## src/design/daac_pkg.sv

```systemverilog
// Shared widths, types and constants of the dual actuator approach control.
package daac_pkg;

  // ADC reading width; the position and distance widths follow from it
  localparam int ADC_BITS = 12;

  localparam int TARGET_W = 9;
  localparam int TOL_W    = 10;
  localparam int COUNT_W  = 8;
  localparam int SLOW_W   = 11;
  localparam int SPEED_W  = 7;
  localparam int DRIVE_W  = 8;

  // adc * 1762 >> 10 minus 41 fits a signed word two bits wider than the ADC
  localparam int ADC_SCALE = 1762;
  localparam int SCALE_W   = 11;
  localparam int SCALE_SH  = 10;
  localparam int POS_OFS   = 41;
  localparam int PROD_W    = ADC_BITS + SCALE_W;
  localparam int POS_W     = ADC_BITS + 2;
  localparam int DIFF_W    = POS_W + 1;
  localparam int CMP_W     = DIFF_W + 1;

  // floor(x / 3) for a 7-bit x as (x * 43) >> 7
  localparam int THIRD_MUL = 43;
  localparam int THIRD_SH  = 7;
  localparam int THIRD_W   = 6;

  localparam logic [DRIVE_W-1:0] DRIVE_STOP = 8'd127;

  // Stream word layout
  localparam int IN_W       = 2 * TARGET_W + 2 * ADC_BITS;
  localparam int IN_TDATA_W = ((IN_W + 7) / 8) * 8;
  localparam int OUT_W       = 2 * DRIVE_W + 3;
  localparam int OUT_TDATA_W = ((OUT_W + 7) / 8) * 8;

  // Configuration register indexes
  localparam int CFG_IDX_W = 3;
  localparam int CFG_DATA_W = SLOW_W;
  localparam logic [CFG_IDX_W-1:0] REG_LOWER_TOL   = 3'd0;
  localparam logic [CFG_IDX_W-1:0] REG_UPPER_TOL   = 3'd1;
  localparam logic [CFG_IDX_W-1:0] REG_COUNT_MAX   = 3'd2;
  localparam logic [CFG_IDX_W-1:0] REG_LOWER_SLOW  = 3'd3;
  localparam logic [CFG_IDX_W-1:0] REG_UPPER_SLOW  = 3'd4;
  localparam logic [CFG_IDX_W-1:0] REG_LOWER_SPEED = 3'd5;
  localparam logic [CFG_IDX_W-1:0] REG_UPPER_SPEED = 3'd6;

  // Input command codes
  localparam logic CMD_LOAD   = 1'b0;
  localparam logic CMD_SAMPLE = 1'b1;

  typedef struct packed {
    logic [TOL_W-1:0]   tol;
    logic [SLOW_W-1:0]  slow;
    logic [SPEED_W-1:0] speed;
  } axis_cfg_t;

  typedef struct packed {
    logic [DRIVE_W-1:0] drive;
    logic               active;
  } axis_res_t;

endpackage

```

## src/design/daac_axis.sv

```systemverilog
// One actuator channel: position, goal, settle counter and drive byte.
module daac_axis
  import daac_pkg::*;
(
  input  logic                clk_i,
  input  logic                rst_ni,
  input  logic                step_i,
  input  logic                cmd_i,
  input  logic [TARGET_W-1:0] target_i,
  input  logic [ADC_BITS-1:0] adc_i,
  input  axis_cfg_t           cfg_i,
  input  logic [COUNT_W-1:0]  count_max_i,
  output axis_res_t           res_o
);

  logic signed [POS_W-1:0]  pos_q, pos_d, pos_new;
  logic [TARGET_W-1:0]      goal_q, goal_d;
  logic [COUNT_W-1:0]       cnt_q, cnt_d, cnt_upd;
  logic                     en_q, en_d, en_upd;

  logic signed [DIFF_W-1:0] diff_prev, diff_next;
  logic [DIFF_W-1:0]        dist_prev, dist_next;
  logic                     in_band;
  logic [PROD_W-1:0]        prod;
  logic [SPEED_W+THIRD_W-1:0] third_prod;
  logic [SPEED_W-1:0]       spd;
  logic                     near, mid;

  // settle check against the position held before this sample
  assign diff_prev = DIFF_W'(pos_q) - $signed(DIFF_W'({1'b0, goal_q}));
  assign dist_prev = diff_prev[DIFF_W-1] ? DIFF_W'(-diff_prev) : DIFF_W'(diff_prev);
  assign in_band   = CMP_W'(dist_prev) < CMP_W'(cfg_i.tol);

  always_comb begin
    if (!in_band) begin
      cnt_upd = '0;
    end else if (cnt_q == {COUNT_W{1'b1}}) begin
      cnt_upd = cnt_q;
    end else begin
      cnt_upd = cnt_q + COUNT_W'(1);
    end
  end

  assign en_upd = en_q & (cnt_upd < count_max_i);

  assign prod    = PROD_W'(adc_i) * PROD_W'(ADC_SCALE);
  assign pos_new = $signed(POS_W'(prod[PROD_W-1:SCALE_SH])) - POS_W'(POS_OFS);

  always_comb begin
    if (cmd_i == CMD_SAMPLE) begin
      pos_d  = pos_new;
      goal_d = goal_q;
      cnt_d  = cnt_upd;
      en_d   = en_upd;
    end else begin
      pos_d  = pos_q;
      goal_d = target_i;
      cnt_d  = '0;
      en_d   = 1'b1;
    end
  end

  // drive from the state after the update
  assign diff_next = DIFF_W'(pos_d) - $signed(DIFF_W'({1'b0, goal_d}));
  assign dist_next = diff_next[DIFF_W-1] ? DIFF_W'(-diff_next) : DIFF_W'(diff_next);
  assign near      = {dist_next, 1'b0} < CMP_W'(cfg_i.slow);
  assign mid       = CMP_W'(dist_next) < CMP_W'(cfg_i.slow);
  assign third_prod = (SPEED_W+THIRD_W)'(cfg_i.speed) * (SPEED_W+THIRD_W)'(THIRD_MUL);

  always_comb begin
    if (near) begin
      spd = SPEED_W'(third_prod[SPEED_W+THIRD_W-1:THIRD_SH]);
    end else if (mid) begin
      spd = SPEED_W'(cfg_i.speed[SPEED_W-1:1]);
    end else begin
      spd = cfg_i.speed;
    end
  end

  always_comb begin
    res_o.active = en_d;
    if (!en_d) begin
      res_o.drive = DRIVE_STOP;
    end else if (diff_next > 0) begin
      res_o.drive = DRIVE_STOP - DRIVE_W'(spd);
    end else begin
      res_o.drive = DRIVE_STOP + DRIVE_W'(spd);
    end
  end

  always_ff @(posedge clk_i or negedge rst_ni) begin
    if (!rst_ni) begin
      pos_q  <= '0;
      goal_q <= '0;
      cnt_q  <= '0;
      en_q   <= 1'b0;
    end else if (step_i) begin
      pos_q  <= pos_d;
      goal_q <= goal_d;
      cnt_q  <= cnt_d;
      en_q   <= en_d;
    end
  end

endmodule

```

## src/design/dual_actuator_approach_control_core.sv

```systemverilog
// Top level of the dual actuator approach control: stream ports, registers, result word.
//
// Each input word is one control tick for two linear actuators and yields one result word.
// A load command (tuser 0) sets both targets, enables both actuators and clears the settle
// counters; a sample command (tuser 1) counts in-band ticks against the previous position,
// disables an actuator once its count reaches the shared maximum, converts both ADC readings
// to positions in hundredths and computes the drive bytes (127 is stop). A word is taken
// in every cycle unless a result waits untaken: the whole update is one pass of short logic
// from the input port into the state and the output register, so the result appears in the
// cycle after acceptance, and the output register lets a new word in while the last is taken.
// Configuration writes take effect at the next clock edge and must be made while idle.
module dual_actuator_approach_control_core
  import daac_pkg::*;
(
  input  logic                   clk_i,
  input  logic                   rst_ni,
  input  logic                   s_axis_tvalid,
  output logic                   s_axis_tready,
  // [8:0] lower_target, [17:9] upper_target, [29:18] lower_adc, [41:30] upper_adc
  input  logic [IN_TDATA_W-1:0]  s_axis_tdata,
  // [0] command
  input  logic                   s_axis_tuser,
  output logic                   m_axis_tvalid,
  input  logic                   m_axis_tready,
  // [7:0] lower_drive, [15:8] upper_drive, [16] lower_active, [17] upper_active,
  // [18] all_settled
  output logic [OUT_TDATA_W-1:0] m_axis_tdata,
  input  logic                   cfg_we_i,
  input  logic [CFG_IDX_W-1:0]   cfg_idx_i,
  input  logic [CFG_DATA_W-1:0]  cfg_wdata_i
);

  localparam int LT_LO = 0;
  localparam int UT_LO = TARGET_W;
  localparam int LA_LO = 2 * TARGET_W;
  localparam int UA_LO = 2 * TARGET_W + ADC_BITS;

  logic [TOL_W-1:0]   lower_tol_q, upper_tol_q;
  logic [COUNT_W-1:0] count_max_q;
  logic [SLOW_W-1:0]  lower_slow_q, upper_slow_q;
  logic [SPEED_W-1:0] lower_speed_q, upper_speed_q;

  axis_cfg_t lower_cfg, upper_cfg;
  axis_res_t lower_res, upper_res;

  logic                   accept;
  logic                   out_valid_q;
  logic [OUT_TDATA_W-1:0] out_data_q, out_data_d;

  always_ff @(posedge clk_i or negedge rst_ni) begin
    if (!rst_ni) begin
      lower_tol_q   <= 10'd5;
      upper_tol_q   <= 10'd5;
      count_max_q   <= 8'd10;
      lower_slow_q  <= 11'd50;
      upper_slow_q  <= 11'd50;
      lower_speed_q <= 7'd100;
      upper_speed_q <= 7'd100;
    end else if (cfg_we_i) begin
      case (cfg_idx_i)
        REG_LOWER_TOL:   lower_tol_q   <= cfg_wdata_i[TOL_W-1:0];
        REG_UPPER_TOL:   upper_tol_q   <= cfg_wdata_i[TOL_W-1:0];
        REG_COUNT_MAX:   count_max_q   <= cfg_wdata_i[COUNT_W-1:0];
        REG_LOWER_SLOW:  lower_slow_q  <= cfg_wdata_i[SLOW_W-1:0];
        REG_UPPER_SLOW:  upper_slow_q  <= cfg_wdata_i[SLOW_W-1:0];
        REG_LOWER_SPEED: lower_speed_q <= cfg_wdata_i[SPEED_W-1:0];
        REG_UPPER_SPEED: upper_speed_q <= cfg_wdata_i[SPEED_W-1:0];
        default: ;
      endcase
    end
  end

  assign lower_cfg = '{tol: lower_tol_q, slow: lower_slow_q, speed: lower_speed_q};
  assign upper_cfg = '{tol: upper_tol_q, slow: upper_slow_q, speed: upper_speed_q};

  // take a word whenever the output register is free or being drained
  assign s_axis_tready = !out_valid_q || m_axis_tready;
  assign accept        = s_axis_tvalid && s_axis_tready;

  daac_axis u_lower (
    .clk_i       (clk_i),
    .rst_ni      (rst_ni),
    .step_i      (accept),
    .cmd_i       (s_axis_tuser),
    .target_i    (s_axis_tdata[LT_LO +: TARGET_W]),
    .adc_i       (s_axis_tdata[LA_LO +: ADC_BITS]),
    .cfg_i       (lower_cfg),
    .count_max_i (count_max_q),
    .res_o       (lower_res)
  );

  daac_axis u_upper (
    .clk_i       (clk_i),
    .rst_ni      (rst_ni),
    .step_i      (accept),
    .cmd_i       (s_axis_tuser),
    .target_i    (s_axis_tdata[UT_LO +: TARGET_W]),
    .adc_i       (s_axis_tdata[UA_LO +: ADC_BITS]),
    .cfg_i       (upper_cfg),
    .count_max_i (count_max_q),
    .res_o       (upper_res)
  );

  assign out_data_d = OUT_TDATA_W'({!lower_res.active && !upper_res.active,
                                    upper_res.active, lower_res.active,
                                    upper_res.drive, lower_res.drive});

  always_ff @(posedge clk_i or negedge rst_ni) begin
    if (!rst_ni) begin
      out_valid_q <= 1'b0;
    end else if (accept) begin
      out_valid_q <= 1'b1;
    end else if (m_axis_tready) begin
      out_valid_q <= 1'b0;
    end
  end

  always_ff @(posedge clk_i) begin
    if (accept) begin
      out_data_q <= out_data_d;
    end
  end

  assign m_axis_tvalid = out_valid_q;
  assign m_axis_tdata  = out_data_q;

  a_result_follows: assert property (@(posedge clk_i) disable iff (!rst_ni)
    accept |=> m_axis_tvalid)
    else $error("accepted word produced no result");

  a_load_enables: assert property (@(posedge clk_i) disable iff (!rst_ni)
    accept && (s_axis_tuser == CMD_LOAD) |=> m_axis_tdata[16] && m_axis_tdata[17]
                                             && !m_axis_tdata[18])
    else $error("load command did not enable both actuators");

  a_settled_flag: assert property (@(posedge clk_i) disable iff (!rst_ni)
    m_axis_tvalid |-> (m_axis_tdata[18] == (!m_axis_tdata[16] && !m_axis_tdata[17])))
    else $error("all_settled disagrees with active flags");

  a_stop_lower: assert property (@(posedge clk_i) disable iff (!rst_ni)
    m_axis_tvalid && !m_axis_tdata[16] |-> m_axis_tdata[7:0] == DRIVE_STOP)
    else $error("disabled lower actuator not stopped");

  a_stop_upper: assert property (@(posedge clk_i) disable iff (!rst_ni)
    m_axis_tvalid && !m_axis_tdata[17] |-> m_axis_tdata[15:8] == DRIVE_STOP)
    else $error("disabled upper actuator not stopped");

endmodule
```

## config.mk

```make
export PLATFORM = sky130hd
export DESIGN_NAME = dual_actuator_approach_control_core
export DESIGN_NICKNAME = d
export VERILOG_FILES = /design/src/design/daac_pkg.sv /design/src/design/daac_axis.sv /design/src/design/dual_actuator_approach_control_core.sv
export SDC_FILE = /design/constraint.sdc
export NUM_CORES = 1
export LEC_CHECK = 0
export BUFFER_PORTS_ARGS = -buffer_cell sky130_fd_sc_hd__buf_2
export CORE_MARGIN = 1
export CORE_UTILIZATION = 49
export DETAILED_ROUTE_END_ITERATION = 10
export PLACE_DENSITY = 0.66
export SETUP_SLACK_MARGIN = 0.5
export SLEW_MARGIN = 30
export SYNTH_ARGS = -nofsm -noshare
export SYNTH_HDL_FRONTEND = slang
export SYNTH_SLANG_ARGS = --single-unit
```

## constraint.sdc

```tcl
create_clock -name clk_i -period 9.3 [get_ports clk_i]
set_input_delay 0.465 -clock clk_i [delete_from_list [all_inputs] [get_ports clk_i]]
set_output_delay 0.465 -clock clk_i [all_outputs]
set_load 0.02 [all_outputs]
```

==> results summary <==
The checks that failed: negative setup slack. The worst-case setup margin in the final layout is -0.184 ns. The tree is rooted in a sky130_fd_sc_hd__clkbuf_16. In this run the critical register-to-register path is captured at m_axis_tdata[6]$_SDFFCE_PP1P_. The total detailed-routing wirelength came out at 48400 um. The initial cell density of the core came out at 49.9%.

From left edge to right edge, the die measures just under 200 um. The first global-routing pass estimated 80200 um of wire. The number of hold buffers added after cts is 0.

Setup repair after global routing could not meet its margin everywhere. Counting cells, the worst reg-to-reg path comes to 38. The data arrival time of the critical path came out at 9.77 ns. The count of buffers from port buffering is 82. The post-layout minimum cycle time is 9.48 ns.

The worst setup path is launched from an input pin. The number of global-route vias before repair was 16600. The CTS tree is done. The category of the worst setup path capture point is a flip-flop. The clock tree buffer depth came out at 2. The worst-case setup slack after placement is -0.882 ns. The total overflow left after global routing is 0. The worst-path maximum fanout came out at 7. The synthesized design devotes to its leading area cell type 20.1% of total area.

The routed length per instance came out at 15.8 um. The number of setup violations in the final report came out at 9. The period utilization came out at 102%.

The number of placement rows came out at 71. The area growth from synthesis to layout is 25.8%. After synthesis the cells add up to 18800 um2. The congestion estimate from routability-driven global placement came to 0.903. The most used flip-flop cell after synthesis is sky130_fd_sc_hd__dfrtp_1. The internal reg-to-reg setup slack is 1.72 ns. The delay contributed by the slowest stage of the critical path came out at 0.53 ns. The final number of hold-violating endpoints came out at 0.

The synthesized area divided by synthesized cell count is approximately 8.6 um2. The netlist uses 106 different library cells. The share of synthesized area occupied by flip-flops and latches is between 20% and 30%. The core footprint came out at 37700 um2. In the final layout, the share of cells above drive strength 1 is 27.0%. For this run, the top clock speed supported by timing is between 100 and 150 MHz. The number of levels the H-tree was split into is 4.

The total routing usage reported by global routing came out at between 20% and 30%. The number of inserted filler cells in the final layout came out at 3216. Detailed placement ended at an HPWL of between 30000 and 40000 um. After synthesis, the share of flip-flops with an asynchronous set or reset is 87.2%. The overall die area is between 30000 and 40000 um2.

The number of instances in the synthesized netlist came out at approximately 2200. The number of nets in the final layout is roughly 3000. The final cell utilization of the core is 62.8%. The number of antenna violations at the first check in global routing is 2. In the layout the commonest cells are 306 x sky130_fd_sc_hd__buf_4, 285 x sky130_fd_sc_hd__ha_1, 271 x sky130_fd_sc_hd__inv_1. For the final database, setup skew stands at ~0.0095 ns.

The total clock sinks came out at about 150. The biggest area contributor in the post-synthesis netlist is sky130_fd_sc_hd__ha_1. The total count of max-transition violations in the final report is 0.

The final antenna-violating net count came out at 0. At the pin with the least slew margin, the transition time is 0.853 ns. The kind of critical path is in -> reg.

The first detailed-routing pass ran for 5 iterations. The average vias per placed instance is 5.44. Counting the buffers created by CTS gives 17. Clock-pin slew was measured on the worst setup and hold paths at 0.07 ns. The largest net degree at the start of global routing is 80. The number of flops mapped to enable cells by yosys came out at 19. The largest individual stage delay along the critical path comes from the cell sky130_fd_sc_hd__fa_1. The headroom to the max-slew limit came out at 43.1%. The type of the worst min-delay path is in -> async. The number of I/O pins is between 90 and 100. The total vias in the final route is 16700. The worst-skew pair later-pin latency came out at 0.43 ns. The number of register bits inferred by synthesis is around 150. The number of design rule violations left after detail routing is 0.

The critical path's most frequent cell is sky130_fd_sc_hd__o21a_1. By area the synthesized netlist is led by sky130_fd_sc_hd__ha_1 20%, sky130_fd_sc_hd__dfrtp_1 15%, sky130_fd_sc_hd__fa_1 8.3%, sky130_fd_sc_hd__inv_1 5.7%, sky130_fd_sc_hd__o21ai_0 4.1%. The number of DRC markers in iteration 0 came out at 729. The vertical die dimension is 198 um. The count of maximum capacitance violations came out at 0. The startpoint identified for the worst register-to-register timing path is u_lower.pos_q[0]$_DFFE_PN0P_. Leaving out fill and tap cells, the most frequent cell in the layout is sky130_fd_sc_hd__buf_4.

The flow ran to the end, but the final reports show violations. For the worst setup path, the data required time is around 9.6 ns. The Yosys step of the flow raised 0 warnings.
-- layer usage --
| metal | part of all wire (%) | wire length, um | up-vias | track usage (%) |
|---|---|---|---|---|
| met2 | 49 | 23900 | 296 | 45.6 |
| met1 | 45 | 21600 | 7980 | 31.4 |
| met4 | 2.5 | 1190 | 2 | 7.21 |
| met5 | 0.027 | 13 | - | 0 |
| met3 | 3.3 | 1600 | 90 | 3.07 |
| li1 | - | - | 8337 | - |
-- kinds of logic (layout without fill, tap and decap cells) --
| family | after synthesis | count (layout) | share of synthesized area, % |
|---|---|---|---|
| muxes | 81 | 81 | 4.63 |
| xor gates and xnor gates | 109 | 109 | 5.12 |
| buffers and inverters | 352 | 728 | 7.29 |
| other | 1 | 6 | 0.0200 |
| adders and majority gates | 381 | 381 | 28.5 |
| DFF | 148 | 148 | 20.3 |
| AOI/OAI and AO/OA | 514 | 514 | 18.8 |
| and+or+nand+nor | 591 | 591 | 15.4 |
-- worst max-delay path, delay by kind of cell --
kind / cells / cell delay [ns]
buffers and inverters: 8 / 0.61
adder cells (fa/ha/maj): 9 / 2.98
AO/OA/AOI/OAI: 23 / 3.98
multiplexers: 2 / 0.50
XOR/XNOR: 1 / 0.16
AND/OR/NAND/NOR: 7 / 1.08
-- cells in the mapped netlist, drive strengths merged, types with 27 or more instances --
master	number
ha	302
a21oi	83
mux2	47
nor3	44
o21a	60
nor2b	27
dfrtp	111
o21ai	166
nand3	38
a21o	33
xor2	32
nand2	191
nor2	135
clkbuf	43
xnor2	77
inv	289
fa	78
mux2i	34
-- metrics by stage --
step	setup TNS, ns	instance area (um2)	std cells	hold slack [ns]
2_1_floorplan	-3.74	19200	2181	0.169
3_3_place_gp	-8.54	21900	2973	0.471
3_5_place_dp	-11.39	21900	2973	0.476
4_1_cts	-0.176	23300	3053	0.0908
5_1_grt	-7.54	23700	3068	0.124
6_report	-0.849	23700	3069	0.0764
-- flip-flops by register name, summed over array words and instances, names as in the netlist, 8 cells and up --
signal	count
upper_tol_q	10
count_max_q	8
lower_tol_q	10
u_upper.goal_q	9
u_lower.pos_q	14
u_lower.cnt_q	8
lower_slow_q	11
m_axis_tdata	19
u_lower.goal_q	9
u_upper.cnt_q	8
upper_slow_q	11
u_upper.pos_q	14
-- layout make-up --
class                   count  area (um2)  area share (%)
well taps                 511         639            2.70
repair buffers            406        2980            12.6
inverters                 290        1090            4.61
diodes                      1        2.50          0.0106
clock buffers              19         443            1.87
flip-flops and latches    148        3820            16.2
multi-input cells        1681       14500            61.4
clock inverters            13         150           0.635
-- how the worst max path moves through the flow --
stage / to / from / slack (ns) / cells past startpoint
floorplan: m_axis_tdata[6]$_SDFFCE_PP1P_ / s_axis_tdata[22] / -0.55 / 49
global placement: m_axis_tdata[2]$_SDFFCE_PP1P_ / s_axis_tdata[22] / -0.63 / 48
detailed placement: m_axis_tdata[6]$_SDFFCE_PP1P_ / s_axis_tdata[22] / -0.88 / 49
CTS: m_axis_tdata[2]$_SDFFCE_PP1P_ / s_axis_tdata[22] / -0.09 / 52
global route: m_axis_tdata[6]$_SDFFCE_PP1P_ / s_axis_tdata[22] / -0.74 / 49
finish: m_axis_tdata[6]$_SDFFCE_PP1P_ / s_axis_tdata[22] / -0.18 / 50
-- timing repair --
| action | in CTS | in global routing |
|---|---|---|
| endpoints found under the setup margin | 16 | 16 |
| buffers inserted | 48 | 15 |
| pin swaps | 79 | 29 |
| resized for setup | 106 | 51 |
Power is not shown: default switching activity piles up to over one toggle a cycle in this logic, so the estimate is an artifact.
